$ cat src/apl_pkg.sv
package apl_pkg;

  localparam int OP_W     = 3;
  localparam int NODE_W   = 6;
  localparam int LINK_W   = 7;
  localparam int VALUE_W  = 32;
  localparam int COUNT_W  = 7;
  localparam int STATUS_W = 2;

  // link code one past the last node index marks the end of a list
  localparam logic [LINK_W-1:0] LINK_NIL = 7'd64;

  localparam logic [OP_W-1:0] OP_CLEAR     = 3'd0;
  localparam logic [OP_W-1:0] OP_INS_HEAD  = 3'd1;
  localparam logic [OP_W-1:0] OP_INS_AFTER = 3'd2;
  localparam logic [OP_W-1:0] OP_DELETE    = 3'd3;
  localparam logic [OP_W-1:0] OP_TRAVERSE  = 3'd4;

  localparam logic [STATUS_W-1:0] STATUS_OK      = 2'd0;
  localparam logic [STATUS_W-1:0] STATUS_FULL    = 2'd1;
  localparam logic [STATUS_W-1:0] STATUS_BAD_POS = 2'd2;

  typedef enum logic [2:0] {
    CMD_REPORT,
    CMD_CLEAR,
    CMD_INS_HEAD,
    CMD_INS_AFTER,
    CMD_DELETE,
    CMD_TRAVERSE
  } cmd_kind_t;

  typedef struct packed {
    cmd_kind_t                  kind;
    logic [STATUS_W-1:0]        status;
    logic [NODE_W-1:0]          pos;
    logic signed [VALUE_W-1:0]  value;
    logic [COUNT_W-1:0]         count;
    logic [NODE_W-1:0]          node;
  } cmd_t;

  typedef struct packed {
    logic                       link_we;
    logic                       val_we;
    logic [NODE_W-1:0]          waddr;
    logic [LINK_W-1:0]          link_wdata;
    logic signed [VALUE_W-1:0]  val_wdata;
    logic [NODE_W-1:0]          raddr;
  } mem_req_t;

endpackage

$ cat src/apl_if.sv
interface apl_in_if import apl_pkg::*; ();
  logic                      valid;
  logic                      ready;
  logic [OP_W-1:0]           op;
  logic [NODE_W-1:0]         position;
  logic signed [VALUE_W-1:0] value;
  logic [COUNT_W-1:0]        count;

  modport source (output valid, op, position, value, count, input ready);
  modport sink   (input valid, op, position, value, count, output ready);
endinterface

interface apl_out_if import apl_pkg::*; ();
  logic                      valid;
  logic                      ready;
  logic [STATUS_W-1:0]       status;
  logic                      has_value;
  logic signed [VALUE_W-1:0] element;
  logic [NODE_W-1:0]         node_index;
  logic                      last;

  modport source (output valid, status, has_value, element, node_index, last, input ready);
  modport sink   (input valid, status, has_value, element, node_index, last, output ready);
endinterface

$ cat src/apl_ram.sv
module apl_ram #(
  parameter int WIDTH = 32,
  parameter int DEPTH = 64,
  localparam int AW   = (DEPTH > 1) ? $clog2(DEPTH) : 1
) (
  input  logic             clk,
  input  logic             we,
  input  logic [AW-1:0]    waddr,
  input  logic [WIDTH-1:0] wdata,
  input  logic [AW-1:0]    raddr,
  output logic [WIDTH-1:0] rdata
);

  logic [WIDTH-1:0] mem [DEPTH];

  always_ff @(posedge clk) begin
    if (we) begin
      mem[waddr] <= wdata;
    end
    rdata <= mem[raddr];
  end

endmodule

$ cat src/apl_front.sv
module apl_front import apl_pkg::*; #(
  parameter int POOL_DEPTH = 64
) (
  input  logic       clk,
  input  logic       rst_n,
  apl_in_if.sink     in_chan,
  output logic       push_valid,
  output cmd_t       push_cmd,
  input  logic       push_ready
);

  // allocation is fully determined by the op stream, so it is tracked here
  logic [LINK_W-1:0] alloc_r, alloc_nxt;
  logic              full, bad_pos;

  assign full       = alloc_r >= LINK_W'(POOL_DEPTH);
  assign bad_pos    = {1'b0, in_chan.position} >= alloc_r;
  assign push_valid = in_chan.valid;
  assign in_chan.ready = push_ready;

  always_comb begin
    push_cmd.kind   = CMD_REPORT;
    push_cmd.status = STATUS_OK;
    push_cmd.pos    = in_chan.position;
    push_cmd.value  = in_chan.value;
    push_cmd.count  = in_chan.count;
    push_cmd.node   = alloc_r[NODE_W-1:0];
    alloc_nxt       = alloc_r;
    unique case (in_chan.op)
      OP_CLEAR: begin
        push_cmd.kind = CMD_CLEAR;
        alloc_nxt     = '0;
      end
      OP_INS_HEAD: begin
        if (full) begin
          push_cmd.status = STATUS_FULL;
        end else begin
          push_cmd.kind = CMD_INS_HEAD;
          alloc_nxt     = alloc_r + LINK_W'(1);
        end
      end
      OP_INS_AFTER: begin
        priority if (bad_pos) begin
          push_cmd.status = STATUS_BAD_POS;
        end else if (full) begin
          push_cmd.status = STATUS_FULL;
        end else begin
          push_cmd.kind = CMD_INS_AFTER;
          alloc_nxt     = alloc_r + LINK_W'(1);
        end
      end
      OP_DELETE: begin
        if (bad_pos) begin
          push_cmd.status = STATUS_BAD_POS;
        end else begin
          push_cmd.kind = CMD_DELETE;
        end
      end
      OP_TRAVERSE: begin
        push_cmd.kind = CMD_TRAVERSE;
      end
      default: begin
        push_cmd.kind = CMD_REPORT;
      end
    endcase
  end

  always_ff @(posedge clk) begin
    if (!rst_n) begin
      alloc_r <= '0;
    end else if (in_chan.valid && push_ready) begin
      alloc_r <= alloc_nxt;
    end
  end

endmodule

$ cat src/apl_queue.sv
module apl_queue import apl_pkg::*; (
  input  logic clk,
  input  logic rst_n,
  input  logic push_valid,
  input  cmd_t push_cmd,
  output logic push_ready,
  output logic pop_valid,
  output cmd_t pop_cmd,
  input  logic pop_ready
);

  cmd_t       entry_r [2];
  logic       wr_ptr_r, rd_ptr_r;
  logic [1:0] cnt_r;
  logic       do_push, do_pop;

  assign push_ready = cnt_r != 2'd2;
  assign pop_valid  = cnt_r != 2'd0;
  assign pop_cmd    = entry_r[rd_ptr_r];
  assign do_push    = push_valid && push_ready;
  assign do_pop     = pop_valid && pop_ready;

  always_ff @(posedge clk) begin
    if (!rst_n) begin
      wr_ptr_r <= 1'b0;
      rd_ptr_r <= 1'b0;
      cnt_r    <= '0;
    end else begin
      if (do_push) begin
        wr_ptr_r <= !wr_ptr_r;
      end
      if (do_pop) begin
        rd_ptr_r <= !rd_ptr_r;
      end
      unique case ({do_push, do_pop})
        2'b10:   cnt_r <= cnt_r + 2'd1;
        2'b01:   cnt_r <= cnt_r - 2'd1;
        default: cnt_r <= cnt_r;
      endcase
    end
  end

  always_ff @(posedge clk) begin
    if (do_push) begin
      entry_r[wr_ptr_r] <= push_cmd;
    end
  end

endmodule

$ cat src/apl_back.sv
module apl_back import apl_pkg::*; #(
  parameter int POOL_DEPTH = 64
) (
  input  logic                      clk,
  input  logic                      rst_n,
  input  logic                      pop_valid,
  input  cmd_t                      pop_cmd,
  output logic                      pop_ready,
  apl_out_if.source                 out_chan,
  output mem_req_t                  mem_req,
  input  logic [LINK_W-1:0]         link_rdata,
  input  logic signed [VALUE_W-1:0] val_rdata
);

  typedef enum logic [2:0] {
    ST_IDLE,
    ST_INS_RD,
    ST_INS_WR,
    ST_DEL_LD,
    ST_DEL_CHK,
    ST_DEL_RD,
    ST_TRV_RD,
    ST_TRV_EM
  } state_t;

  state_t                    state_r, state_nxt;
  cmd_t                      cmd_r, cmd_nxt;
  logic [LINK_W-1:0]         head_r, head_nxt;
  logic [LINK_W-1:0]         nx_r, nx_nxt;
  logic [COUNT_W-1:0]        rem_r, rem_nxt;
  logic [NODE_W-1:0]         cur_r, cur_nxt;
  logic [NODE_W-1:0]         k_r, k_nxt;
  logic signed [VALUE_W-1:0] val_r, val_nxt;

  logic                      out_valid_r, out_valid_nxt;
  logic [STATUS_W-1:0]       out_status_r, out_status_nxt;
  logic                      out_has_r, out_has_nxt;
  logic signed [VALUE_W-1:0] out_elem_r, out_elem_nxt;
  logic [NODE_W-1:0]         out_idx_r, out_idx_nxt;
  logic                      out_last_r, out_last_nxt;

  logic                      out_free;
  logic                      em, em_has, em_last;
  logic [STATUS_W-1:0]       em_status;
  logic signed [VALUE_W-1:0] em_elem;
  logic [NODE_W-1:0]         em_idx;
  logic                      trv_fin;

  assign out_free = !out_valid_r || out_chan.ready;
  assign trv_fin  = (nx_r >= LINK_NIL) || (k_r == NODE_W'(POOL_DEPTH - 1));

  assign out_chan.valid      = out_valid_r;
  assign out_chan.status     = out_status_r;
  assign out_chan.has_value  = out_has_r;
  assign out_chan.element    = out_elem_r;
  assign out_chan.node_index = out_idx_r;
  assign out_chan.last       = out_last_r;

  always_comb begin
    state_nxt = state_r;
    cmd_nxt   = cmd_r;
    head_nxt  = head_r;
    nx_nxt    = nx_r;
    rem_nxt   = rem_r;
    cur_nxt   = cur_r;
    k_nxt     = k_r;
    val_nxt   = val_r;
    pop_ready = 1'b0;
    mem_req   = '0;
    em        = 1'b0;
    em_status = STATUS_OK;
    em_has    = 1'b0;
    em_elem   = '0;
    em_idx    = '0;
    em_last   = 1'b1;

    unique case (state_r)
      ST_IDLE: begin
        if (pop_valid && out_free) begin
          pop_ready = 1'b1;
          cmd_nxt   = pop_cmd;
          unique case (pop_cmd.kind)
            CMD_REPORT: begin
              em        = 1'b1;
              em_status = pop_cmd.status;
            end
            CMD_CLEAR: begin
              head_nxt = LINK_NIL;
              em       = 1'b1;
            end
            CMD_INS_HEAD: begin
              mem_req.link_we    = 1'b1;
              mem_req.val_we     = 1'b1;
              mem_req.waddr      = pop_cmd.node;
              mem_req.link_wdata = head_r;
              mem_req.val_wdata  = pop_cmd.value;
              head_nxt           = {1'b0, pop_cmd.node};
              em                 = 1'b1;
              em_idx             = pop_cmd.node;
            end
            CMD_INS_AFTER: begin
              mem_req.raddr = pop_cmd.pos;
              state_nxt     = ST_INS_RD;
            end
            CMD_DELETE: begin
              if (pop_cmd.count == '0) begin
                em = 1'b1;
              end else begin
                mem_req.raddr = pop_cmd.pos;
                rem_nxt       = pop_cmd.count;
                state_nxt     = ST_DEL_LD;
              end
            end
            CMD_TRAVERSE: begin
              if (head_r >= LINK_NIL) begin
                em = 1'b1;
              end else begin
                mem_req.raddr = head_r[NODE_W-1:0];
                cur_nxt       = head_r[NODE_W-1:0];
                k_nxt         = '0;
                state_nxt     = ST_TRV_RD;
              end
            end
            default: begin
              em = 1'b1;
            end
          endcase
        end
      end
      ST_INS_RD: begin
        // new node takes over the successor of the given node
        mem_req.link_we    = 1'b1;
        mem_req.val_we     = 1'b1;
        mem_req.waddr      = cmd_r.node;
        mem_req.link_wdata = link_rdata;
        mem_req.val_wdata  = cmd_r.value;
        state_nxt          = ST_INS_WR;
      end
      ST_INS_WR: begin
        if (out_free) begin
          mem_req.link_we    = 1'b1;
          mem_req.waddr      = cmd_r.pos;
          mem_req.link_wdata = {1'b0, cmd_r.node};
          em                 = 1'b1;
          em_idx             = cmd_r.node;
          state_nxt          = ST_IDLE;
        end
      end
      ST_DEL_LD: begin
        nx_nxt    = link_rdata;
        state_nxt = ST_DEL_CHK;
      end
      ST_DEL_CHK: begin
        if (rem_r == '0 || nx_r >= LINK_NIL) begin
          if (out_free) begin
            em        = 1'b1;
            state_nxt = ST_IDLE;
          end
        end else begin
          mem_req.raddr = nx_r[NODE_W-1:0];
          state_nxt     = ST_DEL_RD;
        end
      end
      ST_DEL_RD: begin
        // skip one node: pos now points where the unlinked node pointed
        mem_req.link_we    = 1'b1;
        mem_req.waddr      = cmd_r.pos;
        mem_req.link_wdata = link_rdata;
        nx_nxt             = link_rdata;
        rem_nxt            = rem_r - COUNT_W'(1);
        state_nxt          = ST_DEL_CHK;
      end
      ST_TRV_RD: begin
        nx_nxt    = link_rdata;
        val_nxt   = val_rdata;
        state_nxt = ST_TRV_EM;
      end
      ST_TRV_EM: begin
        if (out_free) begin
          em      = 1'b1;
          em_has  = 1'b1;
          em_elem = val_r;
          em_idx  = cur_r;
          em_last = trv_fin;
          if (trv_fin) begin
            state_nxt = ST_IDLE;
          end else begin
            mem_req.raddr = nx_r[NODE_W-1:0];
            cur_nxt       = nx_r[NODE_W-1:0];
            k_nxt         = k_r + NODE_W'(1);
            state_nxt     = ST_TRV_RD;
          end
        end
      end
      default: begin
        state_nxt = ST_IDLE;
      end
    endcase

    out_valid_nxt  = out_valid_r && !out_chan.ready;
    out_status_nxt = out_status_r;
    out_has_nxt    = out_has_r;
    out_elem_nxt   = out_elem_r;
    out_idx_nxt    = out_idx_r;
    out_last_nxt   = out_last_r;
    if (em) begin
      out_valid_nxt  = 1'b1;
      out_status_nxt = em_status;
      out_has_nxt    = em_has;
      out_elem_nxt   = em_elem;
      out_idx_nxt    = em_idx;
      out_last_nxt   = em_last;
    end
  end

  always_ff @(posedge clk) begin
    if (!rst_n) begin
      state_r     <= ST_IDLE;
      head_r      <= LINK_NIL;
      out_valid_r <= 1'b0;
    end else begin
      state_r     <= state_nxt;
      head_r      <= head_nxt;
      out_valid_r <= out_valid_nxt;
    end
    cmd_r        <= cmd_nxt;
    nx_r         <= nx_nxt;
    rem_r        <= rem_nxt;
    cur_r        <= cur_nxt;
    k_r          <= k_nxt;
    val_r        <= val_nxt;
    out_status_r <= out_status_nxt;
    out_has_r    <= out_has_nxt;
    out_elem_r   <= out_elem_nxt;
    out_idx_r    <= out_idx_nxt;
    out_last_r   <= out_last_nxt;
  end

endmodule

$ cat src/array_pool_linked_list.sv
// Clear, insert at head, delete of zero nodes and rejected ops give their result from the
// idle state; insert after reads the given node's link, writes the new node, then relinks;
// delete unlinks one node per read-and-write pass; traverse reads and emits element by element.
// Throughput: one op at a time in the list engine; a 2-entry queue lets the input run ahead.
// Reset: head pointer, allocation count, queue and output valid clear; node memories
// are not cleared, only allocated nodes are ever read.
module array_pool_linked_list import apl_pkg::*; #(
  parameter int POOL_DEPTH = 64
) (
  input  logic      clk,
  input  logic      rst_n,
  apl_in_if.sink    in_chan,
  apl_out_if.source out_chan
);

  localparam int AW = (POOL_DEPTH > 1) ? $clog2(POOL_DEPTH) : 1;

  logic                      push_valid, push_ready;
  cmd_t                      push_cmd;
  logic                      pop_valid, pop_ready;
  cmd_t                      pop_cmd;
  mem_req_t                  mem_req;
  logic [LINK_W-1:0]         link_rdata;
  logic [VALUE_W-1:0]        val_rdata;

  apl_front #(.POOL_DEPTH(POOL_DEPTH)) u_front (
    .clk        (clk),
    .rst_n      (rst_n),
    .in_chan    (in_chan),
    .push_valid (push_valid),
    .push_cmd   (push_cmd),
    .push_ready (push_ready)
  );

  apl_queue u_queue (
    .clk        (clk),
    .rst_n      (rst_n),
    .push_valid (push_valid),
    .push_cmd   (push_cmd),
    .push_ready (push_ready),
    .pop_valid  (pop_valid),
    .pop_cmd    (pop_cmd),
    .pop_ready  (pop_ready)
  );

  apl_back #(.POOL_DEPTH(POOL_DEPTH)) u_back (
    .clk        (clk),
    .rst_n      (rst_n),
    .pop_valid  (pop_valid),
    .pop_cmd    (pop_cmd),
    .pop_ready  (pop_ready),
    .out_chan   (out_chan),
    .mem_req    (mem_req),
    .link_rdata (link_rdata),
    .val_rdata  (signed'(val_rdata))
  );

  apl_ram #(.WIDTH(LINK_W), .DEPTH(POOL_DEPTH)) u_link_ram (
    .clk   (clk),
    .we    (mem_req.link_we),
    .waddr (mem_req.waddr[AW-1:0]),
    .wdata (mem_req.link_wdata),
    .raddr (mem_req.raddr[AW-1:0]),
    .rdata (link_rdata)
  );

  apl_ram #(.WIDTH(VALUE_W), .DEPTH(POOL_DEPTH)) u_val_ram (
    .clk   (clk),
    .we    (mem_req.val_we),
    .waddr (mem_req.waddr[AW-1:0]),
    .wdata (unsigned'(mem_req.val_wdata)),
    .raddr (mem_req.raddr[AW-1:0]),
    .rdata (val_rdata)
  );

  a_pop_nonempty: assert property (@(posedge clk) disable iff (!rst_n)
    pop_ready |-> pop_valid)
    else $error("command taken from empty queue");

  a_alloc_in_pool: assert property (@(posedge clk) disable iff (!rst_n)
    (push_valid && push_ready &&
     (push_cmd.kind == CMD_INS_HEAD || push_cmd.kind == CMD_INS_AFTER))
    |-> ({1'b0, push_cmd.node} < LINK_W'(POOL_DEPTH)))
    else $error("node allocated beyond pool");

  a_error_single: assert property (@(posedge clk) disable iff (!rst_n)
    (out_chan.valid && out_chan.status != STATUS_OK)
    |-> (out_chan.last && !out_chan.has_value && out_chan.element == '0))
    else $error("error result not a lone final transaction");

  a_element_ok: assert property (@(posedge clk) disable iff (!rst_n)
    (out_chan.valid && out_chan.has_value) |-> (out_chan.status == STATUS_OK))
    else $error("traversed element with error status");

endmodule

$ cat src/flat_wrapper.sv
// flat-port wrapper written by rule: the top's interface ports become plain ports
module array_pool_linked_list_flat import apl_pkg::*;
#(
  parameter int POOL_DEPTH = 64
)
  (clk, rst_n, in_chan_valid, in_chan_op, in_chan_position, in_chan_value, in_chan_count, in_chan_ready, out_chan_valid, out_chan_status, out_chan_has_value, out_chan_element, out_chan_node_index, out_chan_last, out_chan_ready);
  apl_in_if in_chan_i ();
  apl_out_if out_chan_i ();
  input  logic clk;
  input  logic rst_n;
  input wire logic [$bits(in_chan_i.valid)-1:0] in_chan_valid;
  input wire logic [$bits(in_chan_i.op)-1:0] in_chan_op;
  input wire logic [$bits(in_chan_i.position)-1:0] in_chan_position;
  input wire logic [$bits(in_chan_i.value)-1:0] in_chan_value;
  input wire logic [$bits(in_chan_i.count)-1:0] in_chan_count;
  output wire logic [$bits(in_chan_i.ready)-1:0] in_chan_ready;
  output wire logic [$bits(out_chan_i.valid)-1:0] out_chan_valid;
  output wire logic [$bits(out_chan_i.status)-1:0] out_chan_status;
  output wire logic [$bits(out_chan_i.has_value)-1:0] out_chan_has_value;
  output wire logic [$bits(out_chan_i.element)-1:0] out_chan_element;
  output wire logic [$bits(out_chan_i.node_index)-1:0] out_chan_node_index;
  output wire logic [$bits(out_chan_i.last)-1:0] out_chan_last;
  input wire logic [$bits(out_chan_i.ready)-1:0] out_chan_ready;
  assign in_chan_i.valid = in_chan_valid;
  assign in_chan_i.op = in_chan_op;
  assign in_chan_i.position = in_chan_position;
  assign in_chan_i.value = in_chan_value;
  assign in_chan_i.count = in_chan_count;
  assign in_chan_ready = in_chan_i.ready;
  assign out_chan_valid = out_chan_i.valid;
  assign out_chan_status = out_chan_i.status;
  assign out_chan_has_value = out_chan_i.has_value;
  assign out_chan_element = out_chan_i.element;
  assign out_chan_node_index = out_chan_i.node_index;
  assign out_chan_last = out_chan_i.last;
  assign out_chan_i.ready = out_chan_ready;
  array_pool_linked_list #(.POOL_DEPTH(POOL_DEPTH)) u_core (.clk(clk), .rst_n(rst_n), .in_chan(in_chan_i), .out_chan(out_chan_i));
endmodule
$ cat config.mk
export PLATFORM = sky130hd
export DESIGN_NAME = array_pool_linked_list_flat
export DESIGN_NICKNAME = d
export VERILOG_FILES = /design/src/apl_pkg.sv /design/src/apl_if.sv /design/src/apl_ram.sv /design/src/apl_front.sv /design/src/apl_queue.sv /design/src/apl_back.sv /design/src/array_pool_linked_list.sv /design/src/flat_wrapper.sv
export SDC_FILE = /design/constraint.sdc
export NUM_CORES = 2
export LEC_CHECK = 0
export BUFFER_PORTS_ARGS = -buffer_cell sky130_fd_sc_hd__buf_2
export CORE_UTILIZATION = 57
export CTS_BUF_LIST = sky130_fd_sc_hd__clkbuf_8
export CTS_CLUSTER_DIAMETER = 80
export DETAILED_ROUTE_END_ITERATION = 8
export HOLD_SLACK_MARGIN = 0.02
export PLACE_DENSITY = 0.71
export SYNTH_ARGS = -nofsm -noshare
export SYNTH_HDL_FRONTEND = slang
export SYNTH_SLANG_ARGS = --single-unit
$ cat constraint.sdc
create_clock -name clk -period 8.4 [get_ports clk]
set_input_delay 0.84 -clock clk [delete_from_list [all_inputs] [get_ports clk]]
set_output_delay 0.84 -clock clk [all_outputs]
set_load 0.005 [all_outputs]
==> key figures <==
Worst setup path
  – Crit path kind: reg2reg
  – CP Launch Type: register
  – Worst path most repeated cell: buf_4
  – CP max stage delay: 0.93 ns
  – Critical path peak fanout: 50
  – Register-to-register setup slack: 1.79 ns
  – Data required time at the worst endpoint: 9.36 ns
  – Cell-by-cell listing of the critical path: buf_4 > mux2_4 > nor4_4 > a22o_1 > o21ai_4 > buf_4 > and2_4 > buf_4 > buf_4 > mux2i_1 > o22ai_1 > or4_1 > nand2_1 > o311ai_1
  – Register-to-Register Path Depth: 14
  – Destination of the critical timing path: u_core.u_val_ram.rdata[21]
  – Slowest stage cell, crit path: and2_4
  – Type of element capturing the critical path: register
  – Crit Reg-Reg Endpoint: u_core.u_val_ram.rdata[21]
  – Arrival time reported for the critical path endpoint: 7.57 ns

Clock tree
  – Number of sinks handled by clock tree synthesis: 2814
  – Num CTS Buffers: 438
  – Number of buffers between clock root and the deepest sink: 4
  – Count of H-tree levels built during CTS: 5
  – Worst-Skew Late Latency: 1.12 ns
  – Clock tree root driver cell: clkbuf_8
  – Total of cells resized after clock tree synthesis: 0
  – Clock edge transition at the registers on the reported setup and hold paths: 0.06 ns
  – Clock tree from TritonCTS: yes

STA
  – RSZ-0062 raised after global routing: false
  – Max Slew Vio Count: 0
  – Tightest slew margin relative to the limit: 0.0823
  – Post-route worst setup slack: 1.79 ns
  – Measured slew at the worst slew-check pin: 1.36 ns
  – Final count of hold timing violations: 0
  – Fin crit period: 6.61 ns
  – Clock skew after layout: 0.0853 ns
  – Period utilization: 0.787
  – Worst hold margin: 0.155 ns
  – Number of endpoints failing setup at the final stage: 0
  – Aggregate negative setup slack: 0 ns
  – Fmax: 151 MHz

Yosys
  – Count of state elements after synthesis: 2814
  – Area of the mapped netlist: 108000 um2
  – Share of synthesized area occupied by flip-flops and latches: 0.777
  – Number of synthesis warnings: 0
  – Fraction of post-synthesis cell area in the top cell type by area: 0.765
  – Largest area contributor in the synthesized netlist: edfxtp_1
  – Mean instance size in the synthesized netlist: 17.0 um2
  – Most used flip-flop cell after synthesis: edfxtp_1
  – Number of enable-type register cells in the synthesized netlist: 2752
  – Net count of the mapped netlist: 6425
  – Syn Inst Count: 6362
  – Most frequent cell after synthesis: edfxtp_1
  – Netlist cell types: 73
  – Synth async-reset ratio: 0
  – Synth top cells by count: edfxtp_1 (2752), nand2_1 (734), mux2i_1 (671), o22ai_1 (314), a21oi_1 (261)
  – Leading cell types by total area after synthesis: edfxtp_1 (77%), mux2i_1 (6.2%), nand2_1 (2.6%)

Power and ir drop
  – Peak VDD IR: 0.204 mV
  – Power density over cell area: 275 nW/um2
  – Leak Pwr: 43.1 nW

Floorplanning
  – Die Wd: 437 um
  – Core footprint: 188000 um2
  – Die Outline Area: 191000 um2
  – Number of top-level pins: 96
  – Initial standard-cell utilization of the core: 0.575
  – Die span in y: 437 um
  – Std cell rows: 159

Cells and area
  – Area added between synthesis and finish: 11.8%
  – Post-route standard cell area excluding fillers: 121000 um2
  – Layout net count: 6835
  – Final Util: 0.642
  – Number of filler cells placed in the layout: 12.8k
  – Fraction of final layout cells sized beyond drive strength 1: 0.159

Placement
  – Number of buffers added on ports: 95
  – Area after DPL: 112000 um2
  – Final Wtd Congestion: 0.885
  – Final HPWL from detailed placement: 167 mm
  – Setup WS pre-CTS: 1.89 ns

Hold path
  – Class of the tightest hold or removal check: in2reg
  – Hold Crit Depth: 2

Drt
  – Residual DRC: 16
  – Drt via density: 6.50
  – Final wirelength: 297 mm
  – Iteration-0 DRC count of the detailed router: 9480
  – Detail-routed net length per standard cell: 30.9 um
  – Via total after detailed routing: 62.5k
  – Number of iterations in the first detailed-routing pass: 8
  – Remaining antenna violation count: 0

Global routing
  – GRT Total Usage: 0.307
  – Maximum number of pins on one net before global-route repair: 143
  – First-pass GRT wire length: 420 mm
  – Global route total overflow: 0
  – Antenna violations before repair: 20
  – Vias in the first global route: 60.5k

Run
  – Max_cap viols: 0

Status
  – Violated checks: design-rule violations
  – Outcome: complete, but fails checks
registers in the layout, summed over array words and instances, names as in the netlist, 7 cells and up, named ones only:
name,count
u_core.u_val_ram.mem,2048
u_core.u_link_ram.mem,448
u_core.u_queue.entry_r,112
u_core.u_back.cmd_r,44
u_core.u_back.out_chan.element,32
u_core.u_back.val_r,32
u_core.u_val_ram.rdata,32
u_core.u_back.head_r,7
u_core.u_back.nx_r,7
u_core.u_back.rem_r,7
u_core.u_front.alloc_r,7
u_core.u_link_ram.rdata,7
per-layer routing:
metal / vias up / GRT usage / share of wire
met1: 31600 / 0.419 / 0.37
met4: 8 / 0.127 / 0.043
met3: 646 / 0.0833 / 0.13
met2: 4199 / 0.471 / 0.46
met5: - / 0 / 0.00017
li1: 26000 / - / -
what timing repair did:
action	in CTS	in global routing
hold endpoints to repair	91	0
setup endpoints to repair	0	0
setup buffers	0	0
hold buffers	46	0
worst min-delay path by stage:
stage	from	to	slack, ns
after floorplan	u_core.u_val_ram.rdata[0]	u_core.u_back.val_r[0]	0.39
after global placement	u_core.u_val_ram.rdata[30]	u_core.u_back.val_r[30]	0.39
after detailed placement	u_core.u_val_ram.rdata[29]	u_core.u_back.val_r[29]	0.39
after CTS	in_chan_op[2]	u_core.u_queue.entry_r[1][51]	0.04
after global routing	in_chan_op[2]	u_core.u_queue.entry_r[0][51]	0.09
final	in_chan_op[2]	u_core.u_queue.entry_r[1][51]	0.15
placed cells by master (no fill, tap or decap), drive strengths merged, types with 39 or more instances in the layout:
master | synthesis | routed
a311oi | 41 | 41
o21ai | 56 | 56
inv | 24 | 192
dlygate4sd3 | 0 | 46
dfxtp | 62 | 62
o22ai | 314 | 314
a22oi | 43 | 43
mux2i | 672 | 672
buf | 164 | 295
and3 | 78 | 78
o21a | 42 | 42
nor2 | 180 | 180
edfxtp | 2752 | 2752
a22o | 39 | 39
mux2 | 48 | 48
a31oi | 40 | 40
clkinv | 0 | 131
a211oi | 44 | 44
a21oi | 262 | 262
clkbuf | 207 | 473
or4 | 113 | 113
nand2 | 734 | 734
nor4 | 42 | 42
mux4 | 112 | 112
nand3 | 106 | 106
final cells by class:
cell class	instances	area (um2)	share of cell area
multi-input combinational	3153	23200	0.192
sequential	2814	83900	0.694
antenna	8	20.0	0.000166
clock buffer	473	6510	0.0539
clock inverter	308	1350	0.0112
tap	2495	3120	0.0258
timing repair buffer	341	2590	0.0214
inverter	24	90.1	0.000746
cells by family after synthesis:
kind of cell / after synthesis / share of synthesized area
fa+ha+maj: 11 / 0.00127
buf+inv: 395 / 0.0159
mux: 832 / 0.0908
flops: 2814 / 0.777
compound gates: 969 / 0.0581
simple gates: 1324 / 0.0561
xor+xnor: 17 / 0.00138
power by group:
part	internal, W	leakage [nW]	switching, W
Clock	0.00527	4.68	0.00518
Combinational	0.00135	12.4	0.00390
Sequential	0.0171	26.0	0.000397
Total	0.0237	43.1	0.00948
worst max-delay path: cells and delay by family (launching register included):
family	cells	cell delay, ns
muxes	2	0.58
DFF	1	0.85
buffers and inverters	4	2.30
and+or+nand+nor	4	1.99
AOI/OAI and AO/OA	4	0.59
through the flow:
step,power (W),std cells
global route,0.0340,9609
floorplan,0.0202,6362
global placement,0.0227,8779
CTS,0.0331,9608
detailed placement,0.0228,8781
finish,0.0332,9616
(Power assumes the default switching activity.)
